File: src/rpn_pkg.sv
`default_nettype none

package rpn_pkg;

  // Data path width of the Q format values.
  localparam int unsigned DATA_W = 32;

  // Fraction bits of the fixed-point format.
  localparam int unsigned FRAC_BITS = 16;

  // Default stack depth.
  localparam int unsigned STACK_DEPTH = 16;

  // Shift-add steps for a multiply, restoring steps for a divide.
  localparam int unsigned MUL_STEPS = 32;
  localparam int unsigned DIV_STEPS = 31;
  localparam int unsigned STEP_W    = 6;

  localparam logic [DATA_W-1:0] Q_MAX = 32'h7FFF_FFFF;
  localparam logic [DATA_W-1:0] Q_MIN = 32'h8000_0000;

  typedef enum logic [1:0] {
    OP_ADD,
    OP_SUB,
    OP_MUL,
    OP_DIV
  } op_e;

  typedef enum logic [2:0] {
    ST_OK   = 3'd0,
    ST_FEW  = 3'd1,
    ST_DIV0 = 3'd2,
    ST_MANY = 3'd3,
    ST_OVF  = 3'd4
  } status_e;

  typedef struct packed {
    logic start;
    op_e  op;
  } alu_req_t;

  typedef struct packed {
    logic done;
    logic div0;
  } alu_rsp_t;

endpackage

`default_nettype wire

File: src/rpn_alu.sv
`default_nettype none

// Iterative arithmetic unit: one 34-bit adder/subtractor serves add, subtract,
// the shift-add multiply, the restoring divide and the final negation.
module rpn_alu (
  input  wire logic                         clk_i,
  input  wire logic                         rst_ni,
  input  wire rpn_pkg::alu_req_t            req_i,
  input  wire logic signed [rpn_pkg::DATA_W-1:0] lhs_i,
  input  wire logic signed [rpn_pkg::DATA_W-1:0] rhs_i,
  output rpn_pkg::alu_rsp_t                 rsp_o,
  output logic signed [rpn_pkg::DATA_W-1:0] result_o
);

  typedef enum logic [2:0] {
    A_IDLE,
    A_ADD,
    A_MUL,
    A_DIV,
    A_FIN
  } alu_state_e;

  alu_state_e          state_q;
  rpn_pkg::op_e        op_q;
  logic [31:0]         hi_q;
  logic [31:0]         lo_q;
  logic [31:0]         mb_q;
  logic [31:0]         rem_q;
  logic [rpn_pkg::STEP_W-1:0] cnt_q;
  logic                neg_q;
  logic                ovf_q;
  logic                done_q;
  logic                div0_q;
  logic [31:0]         result_q;

  logic [31:0] lhs_u, rhs_u, l_mag, r_mag;
  logic [63:0] dvd, dvs_top;
  logic        div_big;
  logic [33:0] opa, opb, sum;
  logic        sub;
  logic [63:0] mag64;
  logic        big;
  logic        add_ovf;

  assign lhs_u = lhs_i;
  assign rhs_u = rhs_i;
  assign l_mag = lhs_u[31] ? (32'd0 - lhs_u) : lhs_u;
  assign r_mag = rhs_u[31] ? (32'd0 - rhs_u) : rhs_u;

  // Scaled dividend; a quotient of 2^31 or more saturates at once.
  assign dvd     = {32'd0, l_mag} << rpn_pkg::FRAC_BITS;
  assign dvs_top = {1'b0, r_mag, 31'd0};
  assign div_big = (dvd >= dvs_top);

  // Magnitude before sign and saturation.
  always_comb begin
    if (op_q == rpn_pkg::OP_MUL) begin
      mag64 = {hi_q, lo_q} >> rpn_pkg::FRAC_BITS;
    end else begin
      mag64 = {33'd0, lo_q[30:0]};
    end
    big = ovf_q || (|mag64[63:31]);
  end

  // Shared adder operand selection.
  always_comb begin
    unique case (state_q)
      A_ADD: begin
        opa = {{2{hi_q[31]}}, hi_q};
        opb = {{2{lo_q[31]}}, lo_q};
        sub = (op_q == rpn_pkg::OP_SUB);
      end
      A_MUL: begin
        opa = {2'b00, hi_q};
        opb = lo_q[0] ? {2'b00, mb_q} : 34'd0;
        sub = 1'b0;
      end
      A_DIV: begin
        opa = {1'b0, rem_q, lo_q[30]};
        opb = {2'b00, mb_q};
        sub = 1'b1;
      end
      A_FIN: begin
        opa = 34'd0;
        opb = {2'b00, mag64[31:0]};
        sub = 1'b1;
      end
      default: begin
        opa = 34'd0;
        opb = 34'd0;
        sub = 1'b0;
      end
    endcase
    sum     = opa + (sub ? ~opb : opb) + {33'd0, sub};
    add_ovf = (sum[32] != sum[31]);
  end

  always_ff @(posedge clk_i or negedge rst_ni) begin
    if (!rst_ni) begin
      state_q  <= A_IDLE;
      op_q     <= rpn_pkg::OP_ADD;
      hi_q     <= '0;
      lo_q     <= '0;
      mb_q     <= '0;
      rem_q    <= '0;
      cnt_q    <= '0;
      neg_q    <= 1'b0;
      ovf_q    <= 1'b0;
      done_q   <= 1'b0;
      div0_q   <= 1'b0;
      result_q <= '0;
    end else begin
      done_q <= 1'b0;
      div0_q <= 1'b0;
      unique case (state_q)
        A_IDLE: begin
          if (req_i.start) begin
            op_q  <= req_i.op;
            neg_q <= lhs_u[31] ^ rhs_u[31];
            ovf_q <= 1'b0;
            unique case (req_i.op)
              rpn_pkg::OP_ADD, rpn_pkg::OP_SUB: begin
                hi_q    <= lhs_u;
                lo_q    <= rhs_u;
                state_q <= A_ADD;
              end
              rpn_pkg::OP_MUL: begin
                hi_q    <= '0;
                lo_q    <= r_mag;
                mb_q    <= l_mag;
                cnt_q   <= rpn_pkg::STEP_W'(rpn_pkg::MUL_STEPS - 1);
                state_q <= A_MUL;
              end
              rpn_pkg::OP_DIV: begin
                if (r_mag == 32'd0) begin
                  done_q <= 1'b1;
                  div0_q <= 1'b1;
                end else begin
                  mb_q    <= r_mag;
                  rem_q   <= dvd[62:31];
                  lo_q    <= {1'b0, dvd[30:0]};
                  ovf_q   <= div_big;
                  cnt_q   <= rpn_pkg::STEP_W'(rpn_pkg::DIV_STEPS - 1);
                  state_q <= div_big ? A_FIN : A_DIV;
                end
              end
              default: state_q <= A_IDLE;
            endcase
          end
        end
        A_ADD: begin
          if (add_ovf) begin
            result_q <= sum[33] ? rpn_pkg::Q_MIN : rpn_pkg::Q_MAX;
          end else begin
            result_q <= sum[31:0];
          end
          done_q  <= 1'b1;
          state_q <= A_IDLE;
        end
        A_MUL: begin
          hi_q <= sum[32:1];
          lo_q <= {sum[0], lo_q[31:1]};
          if (cnt_q == '0) begin
            state_q <= A_FIN;
          end else begin
            cnt_q <= cnt_q - rpn_pkg::STEP_W'(1);
          end
        end
        A_DIV: begin
          rem_q <= sum[33] ? opa[31:0] : sum[31:0];
          lo_q  <= {lo_q[30:0], ~sum[33]};
          if (cnt_q == '0) begin
            state_q <= A_FIN;
          end else begin
            cnt_q <= cnt_q - rpn_pkg::STEP_W'(1);
          end
        end
        A_FIN: begin
          if (big) begin
            result_q <= neg_q ? rpn_pkg::Q_MIN : rpn_pkg::Q_MAX;
          end else begin
            result_q <= neg_q ? sum[31:0] : mag64[31:0];
          end
          done_q  <= 1'b1;
          state_q <= A_IDLE;
        end
        default: state_q <= A_IDLE;
      endcase
    end
  end

  assign rsp_o.done = done_q;
  assign rsp_o.div0 = div0_q;
  assign result_o   = result_q;

endmodule

`default_nettype wire

File: src/rpn_stack_evaluator.sv
`default_nettype none

// Channel   Direction  Handshake                Payload
// -------   ---------  -----------------------  ----------------------------------------
// token     in         in_valid_i / in_stall_o  is_operator_i, opcode_i,
//                                               operand_value_i, last_token_i
// result    out        out_valid_o/out_stall_i  result_value_o, status_o
//
// A new token is taken only once the last one is done: an operand is pushed, an
// operator reads its operands and runs the ALU (multiply 32 shift-add steps, divide
// 31 restoring steps, none for a saturating quotient or a zero divisor). Tokens
// after an error pass through untouched; a last token then loads the result.
// Reset clears the count, the error code and the result register, not the stack.
// A stalled result blocks only a later last token, which waits until it is free.

module rpn_stack_evaluator #(
  parameter int unsigned STACK_DEPTH = rpn_pkg::STACK_DEPTH
) (
  input  wire logic                                clk_i,
  input  wire logic                                rst_ni,
  input  wire logic                                in_valid_i,
  output logic                                     in_stall_o,
  input  wire logic                                is_operator_i,
  input  wire logic [1:0]                          opcode_i,
  input  wire logic signed [rpn_pkg::DATA_W-1:0]   operand_value_i,
  input  wire logic                                last_token_i,
  output logic                                     out_valid_o,
  input  wire logic                                out_stall_i,
  output logic signed [rpn_pkg::DATA_W-1:0]        result_value_o,
  output logic [2:0]                               status_o
);

  localparam int unsigned CW = $clog2(STACK_DEPTH + 1);
  localparam int unsigned AW = $clog2(STACK_DEPTH);

  typedef enum logic [2:0] {
    S_IDLE,
    S_DECODE,
    S_READ_R,
    S_READ_L,
    S_ALU,
    S_END,
    S_EMIT
  } seq_state_e;

  seq_state_e        state_q;
  logic [CW-1:0]     count_q;
  rpn_pkg::status_e  err_q;

  // Latched token.
  logic              tok_op_q;
  rpn_pkg::op_e      tok_opc_q;
  logic [31:0]       tok_val_q;
  logic              tok_last_q;

  // Right operand, held while the left one is read.
  logic [31:0]       rhs_q;

  // Result register.
  logic              out_valid_q;
  logic [31:0]       out_value_q;
  rpn_pkg::status_e  out_status_q;

  // Stack memory.
  logic [31:0]       stack_mem [STACK_DEPTH];
  logic [31:0]       rd_q;
  logic [AW-1:0]     rd_addr;
  logic              wr_en;
  logic [31:0]       wr_data;

  logic [CW-1:0]     cnt_m1, cnt_m2;
  logic              full, few;
  logic              emit_load;
  rpn_pkg::status_e  emit_status;

  rpn_pkg::alu_req_t alu_req;
  rpn_pkg::alu_rsp_t alu_rsp;
  logic signed [31:0] alu_result;

  assign cnt_m1 = count_q - CW'(1);
  assign cnt_m2 = count_q - CW'(2);
  assign full   = (count_q >= CW'(STACK_DEPTH));
  assign few    = (count_q < CW'(2));

  // Read the right operand, then the left; otherwise keep the bottom entry
  // on the port for the final result.
  always_comb begin
    unique case (state_q)
      S_DECODE: rd_addr = cnt_m1[AW-1:0];
      S_READ_R: rd_addr = cnt_m2[AW-1:0];
      default:  rd_addr = '0;
    endcase
  end

  // Push an operand, or the operator's result; both land at the count.
  always_comb begin
    wr_en   = 1'b0;
    wr_data = tok_val_q;
    if (state_q == S_DECODE && err_q == rpn_pkg::ST_OK && !tok_op_q && !full) begin
      wr_en = 1'b1;
    end else if (state_q == S_ALU && alu_rsp.done && !alu_rsp.div0) begin
      wr_en   = 1'b1;
      wr_data = alu_result;
    end
  end

  always_ff @(posedge clk_i) begin
    if (wr_en) begin
      stack_mem[count_q[AW-1:0]] <= wr_data;
    end
    rd_q <= stack_mem[rd_addr];
  end

  assign alu_req.start = (state_q == S_READ_L);
  assign alu_req.op    = tok_opc_q;

  rpn_alu u_alu (
    .clk_i    (clk_i),
    .rst_ni   (rst_ni),
    .req_i    (alu_req),
    .lhs_i    (rd_q),
    .rhs_i    (rhs_q),
    .rsp_o    (alu_rsp),
    .result_o (alu_result)
  );

  // Final status: first error wins, else judge the number of values left.
  always_comb begin
    if (err_q != rpn_pkg::ST_OK) begin
      emit_status = err_q;
    end else if (count_q == CW'(1)) begin
      emit_status = rpn_pkg::ST_OK;
    end else if (count_q == '0) begin
      emit_status = rpn_pkg::ST_FEW;
    end else begin
      emit_status = rpn_pkg::ST_MANY;
    end
  end

  assign emit_load = (state_q == S_EMIT) && (!out_valid_q || !out_stall_i);

  always_ff @(posedge clk_i or negedge rst_ni) begin
    if (!rst_ni) begin
      state_q      <= S_IDLE;
      count_q      <= '0;
      err_q        <= rpn_pkg::ST_OK;
      tok_op_q     <= 1'b0;
      tok_opc_q    <= rpn_pkg::OP_ADD;
      tok_val_q    <= '0;
      tok_last_q   <= 1'b0;
      rhs_q        <= '0;
      out_valid_q  <= 1'b0;
      out_value_q  <= '0;
      out_status_q <= rpn_pkg::ST_OK;
    end else begin
      // Drop the result once it has been transferred.
      if (emit_load) begin
        out_valid_q  <= 1'b1;
        out_status_q <= emit_status;
        out_value_q  <= (emit_status == rpn_pkg::ST_OK) ? rd_q : 32'd0;
      end else if (!out_stall_i) begin
        out_valid_q <= 1'b0;
      end

      unique case (state_q)
        S_IDLE: begin
          if (in_valid_i) begin
            tok_op_q   <= is_operator_i;
            tok_opc_q  <= rpn_pkg::op_e'(opcode_i);
            tok_val_q  <= operand_value_i;
            tok_last_q <= last_token_i;
            state_q    <= S_DECODE;
          end
        end
        S_DECODE: begin
          // Once an error is set, pass tokens through untouched.
          if (err_q != rpn_pkg::ST_OK) begin
            state_q <= S_END;
          end else if (!tok_op_q) begin
            if (full) begin
              err_q <= rpn_pkg::ST_OVF;
            end else begin
              count_q <= count_q + CW'(1);
            end
            state_q <= S_END;
          end else if (few) begin
            err_q   <= rpn_pkg::ST_FEW;
            state_q <= S_END;
          end else begin
            state_q <= S_READ_R;
          end
        end
        S_READ_R: begin
          rhs_q   <= rd_q;
          state_q <= S_READ_L;
        end
        S_READ_L: begin
          // Both operands are consumed, even by a divide by zero.
          count_q <= cnt_m2;
          state_q <= S_ALU;
        end
        S_ALU: begin
          if (alu_rsp.done) begin
            if (alu_rsp.div0) begin
              err_q <= rpn_pkg::ST_DIV0;
            end else begin
              count_q <= count_q + CW'(1);
            end
            state_q <= S_END;
          end
        end
        S_END: begin
          state_q <= tok_last_q ? S_EMIT : S_IDLE;
        end
        S_EMIT: begin
          // Hold until the result register is free, then start afresh.
          if (emit_load) begin
            count_q <= '0;
            err_q   <= rpn_pkg::ST_OK;
            state_q <= S_IDLE;
          end
        end
        default: state_q <= S_IDLE;
      endcase
    end
  end

  assign in_stall_o     = (state_q != S_IDLE);
  assign out_valid_o    = out_valid_q;
  assign result_value_o = out_value_q;
  assign status_o       = out_status_q;

endmodule

`default_nettype wire

File: config.mk
export PLATFORM = sky130hd
export DESIGN_NAME = rpn_stack_evaluator
export DESIGN_NICKNAME = d
export VERILOG_FILES = /design/src/rpn_pkg.sv /design/src/rpn_alu.sv /design/src/rpn_stack_evaluator.sv
export SDC_FILE = /design/constraint.sdc
export NUM_CORES = 2
export LEC_CHECK = 0
export ABC_AREA = 1
export CORE_MARGIN = 2
export CORE_UTILIZATION = 58
export DETAILED_ROUTE_END_ITERATION = 16
export DONT_BUFFER_PORTS = 1
export PLACE_DENSITY_LB_ADDON = 0.05
export SLEW_MARGIN = 20
export SYNTH_ARGS = -nofsm -noshare
export SYNTH_HDL_FRONTEND = slang
export SYNTH_SLANG_ARGS = --single-unit
File: constraint.sdc
create_clock -name clk_i -period 4.1 [get_ports clk_i]
set_input_delay 0.41 -clock clk_i [delete_from_list [all_inputs] [get_ports clk_i]]
set_output_delay 0.41 -clock clk_i [all_outputs]
set_load 0.02 [all_outputs]
==> metrics.yaml <==
run_status: "finished with violations"
failed_checks: "negative hold slack"
critPathMostFrequentCell: "nand2_1"
yosys_warnings: 0
total_leakage_power_uw: 0.0191
worst-setup-path-type: "reg2reg"
synth_top_area_share_pct: 37.3
most_frequent_cell_after_synthesis: "nand2_1"
finClkSkew_ns: 0.0472
filler_cell_count: 5690
grt_pass1_wl_um: 209000
switching_power_uw: 19100
antenna_found_initial: 8
final_layout_size_suffix_gt1_share_pct: 13.1
rsz0062_at_grt: "yes"
worst_ep_required_time_ns: 4.63
multi_input_comb_area_mm2: 0.0160
hold_path_class: "in2async"
timing.critical_path.from_type: "flop"
combPwrFrac_pct: 48.9
nets: 4689
dp_slack_ns: -0.0184
std_cell_rows: 97
placement.cell_area_mm2: 0.0440
antenna_left: 0
synth-edff-count: 512
synth-seq-cells: 834
timing.rr.end: "u_alu.result_o[3]$_DFFE_PN0P_"
final_worst_path_period_share_pct: 95.6
worst-path-max-fanout: 33
cts.clk_slew.worst_paths_ns: 0.07
wl_per_cell_um: 25.4
count_of_pins_on_the_block_boundary: 77
global_route_usage_over_all_layers_pct: 38.3
worst_pin_slew_ns: 1.07
die-width_um: 270
htree_num_levels: 3
tritoncts: "built"
mappedNetlistArea_mm2: 0.0412
global_route.overflow_total: 0
clkLatencyLatePin_ns: 0.69
finalCoreUtilization_pct: 68.2
syn-instance-count: 4426
final_cell_area_mm2: 0.0478
floorplan.die.height_um: 270
crit_arrival_ns: 4.45
crit_path_end_kind: "flop"
viasPerCell: 6.24
power.density_mw_per_mm2: 866
drt_pre_antenna_iters: 6
seq_total_area_yosys_pct: 56.5
cp_slowest_stage_delay_ns: 0.39
postSynthNetCount: 4528
slowest_stage_cell_on_the_critical_path: "dfrtp_1"
final-setup-viol-count: 0
r2r_slack_ns: 0.18
switching_share_pct: 46.0
final_cell_count_no_fill: 5603
core_mm2: 0.0701
asyncSetResetFlopFracSynth_pct: 34.8
globalplace.congestion: 1.08
sequential_share_of_power_pct: 30.9
r2r_cell_count: 21
route.detailed.drc: 0
clock_sinks: 834
cts_hold_buf: 37
max-clock-path-buffers: 3
clock_period_minus_worst_slack_ns: 3.92
num_vias: 34947
power.share.clock_pct: 20.3
cells_traversed_along_the_worst_timing_path: "inv_1 -> nand2_2 -> buf_12 -> o21ai_0 -> a221oi_1 -> buf_4 -> xor2_1 -> ha_1 -> nand2_1 -> o21ai_0 -> a21oi_1 -> o221a_2 -> nand3_1 -> nand2_2 -> inv_2 -> nand3_2 -> nand3_4 -> buf_12 -> nand3_1 -> nand2_1 -> nand2_1"
ff_latch_area_mm2: 0.0233
peakVddDrop_v: 0.000555
number_of_drc_markers_after_the_initial_detailed_route_iteration: 4307
final-hold-violation-count: 290
synth_commonest_cells: "nand2_1 (828), o21ai_0 (677), edfxtp_1 (512)"
synthToLayoutAreaGrowth_pct: 16.1
dpl.hpwl_um: 94900
place_inst: 5391
synth_ff_type: "edfxtp_1"
yosys.cell_types.count: 64
rr_startpoint: "u_alu.op_q[0]$_DFFE_PN0P_"
route.final.wire_length_um: 142000
timing.max_cap.violations: 0
syn_avg_cell_area_um2: 9.31
setup_ws_ns: 0.181
max_freq_mhz: 255
total_cts_buffers: 86
ctsRootBufferMaster: "clkbuf_16"
synth.largest_area_cell: "edfxtp_1"
grt_max_degree: 291
initial_utilization_pct: 58.7
timing_max_transition_violations_final: 0
max_slew_margin_pct: 28.3
number_of_global_route_vias_before_repair: 32600
buffer_ports.inserted: 0
cellInternalPower_uw: 22400
fin_worst_hold_slack_ns: -0.546
die_area_mm2: 0.0732
synth_top_cells_by_area: "edfxtp_1 (37%), dfrtp_1 (18%), o21ai_0 (8.2%)"
[cell families after synthesis]
family                     Yosys count  synth area share, %
muxes                               35                0.954
and+or+nand+nor                   1597                 15.9
adders and majority gates           62                 1.90
xor gates and xnor gates           113                 2.46
AOI/OAI and AO/OA                 1197                 16.7
DFF                                834                 56.5
buffers and inverters              588                 5.65
[layer usage]
layer	global-route usage, %	routed length [um]	vias up
met3	6.26	12800	450
met2	59.0	63900	1905
li1	-	-	15783
met5	0	13	-
met4	23.2	9880	2
met1	51.3	55800	16807
[critical path: cells and delay by family, from the launching register on]
kind,cells,cell delay [ns]
DFF,1,0.39
adders and majority gates,1,0.37
and+or+nand+nor,9,0.85
AOI/OAI and AO/OA,5,1.28
buffers and inverters,5,0.74
xor gates and xnor gates,1,0.14
[registers in the layout, indices dropped and copies added, names as in the netlist, 5 cells and up]
| register | count |
|---|---|
| rhs_q | 32 |
| u_alu.cnt_q | 6 |
| rd_q | 32 |
| u_alu.mb_q | 32 |
| result_value_o | 32 |
| u_alu.rem_q | 32 |
| u_alu.result_o | 32 |
| stack_mem | 512 |
| tok_val_q | 32 |
| u_alu.hi_q | 32 |
| u_alu.lo_q | 32 |
| count_q | 5 |
[layout by cell type (no fill, tap or decap), drive strengths merged, types with 35 or more instances in the layout]
cell,netlist,layout
nor3,35,35
dfrtp,290,290
clkbuf,219,114
dlygate4sd3,0,37
inv,322,323
o22ai,121,121
clkinv,5,35
buf,42,295
ha,61,61
nor2,477,477
nand2,836,836
o221ai,92,92
xor2,99,99
edfxtp,512,512
o21ai,714,714
a21oi,127,127
nand3,191,191
[power by group through the flow]
| stage | clock [uW] | combinational [uW] | sequential (uW) |
|---|---|---|---|
| floorplan | 0 | 11500 | 12300 |
| global placement | 0 | 19100 | 12800 |
| detailed placement | 0 | 19200 | 12800 |
| CTS | 8430 | 19400 | 12700 |
| global route | 8780 | 21600 | 12900 |
| finish | 8390 | 20200 | 12800 |
[area by class of cell]
type,instances,share of cell area (%)
Clock buffer,112,5.02
Multi-Input combinational cell,3004,33.4
Tap cell,940,2.46
Inverter,327,2.59
Timing Repair Buffer,334,6.40
Sequential cell,834,48.7
Antenna cell,3,0.0157
Clock inverter,49,1.44
[worst max-delay path by stage]
stage | slack [ns] | depth (start not counted) | from | end
6_report | 0.18 | 21 | u_alu.op_q[0]$_DFFE_PN0P_ | u_alu.result_o[3]$_DFFE_PN0P_
5_1_grt | -0.09 | 25 | u_alu.op_q[0]$_DFFE_PN0P_ | u_alu.result_o[5]$_DFFE_PN0P_
4_1_cts | 0.03 | 23 | u_alu.op_q[0]$_DFFE_PN0P_ | u_alu.result_o[18]$_DFFE_PN0P_
3_5_place_dp | -0.02 | 23 | u_alu.op_q[0]$_DFFE_PN0P_ | u_alu.result_o[18]$_DFFE_PN0P_
3_3_place_gp | -0.003 | 23 | u_alu.op_q[0]$_DFFE_PN0P_ | u_alu.result_o[18]$_DFFE_PN0P_
2_1_floorplan | 0.17 | 27 | u_alu.state_q[1]$_DFFE_PN0P_ | u_alu.result_o[8]$_DFFE_PN0P_
[through the flow]
stage | TNS [ns] | total power (uW) | hold WS [ns]
floorplan | 0 | 23800 | 0.114
global placement | -0.00310 | 31900 | 0.120
detailed placement | -0.0630 | 32100 | 0.125
CTS | 0 | 40500 | -0.567
global route | -1.08 | 43300 | -0.563
finish | 0 | 41400 | -0.546
[what timing repair did]
| item | 4_1_cts | 5_1_grt |
|---|---|---|
| pin swaps | 0 | 18 |
| endpoints found under the hold margin | 327 | 290 |
| setup buffers | 0 | 9 |
| cloned | 0 | 2 |
| endpoints found under the setup margin | 27 | 75 |
| resized for setup | 3 | 82 |
Power figures use the tool's default switching activity.
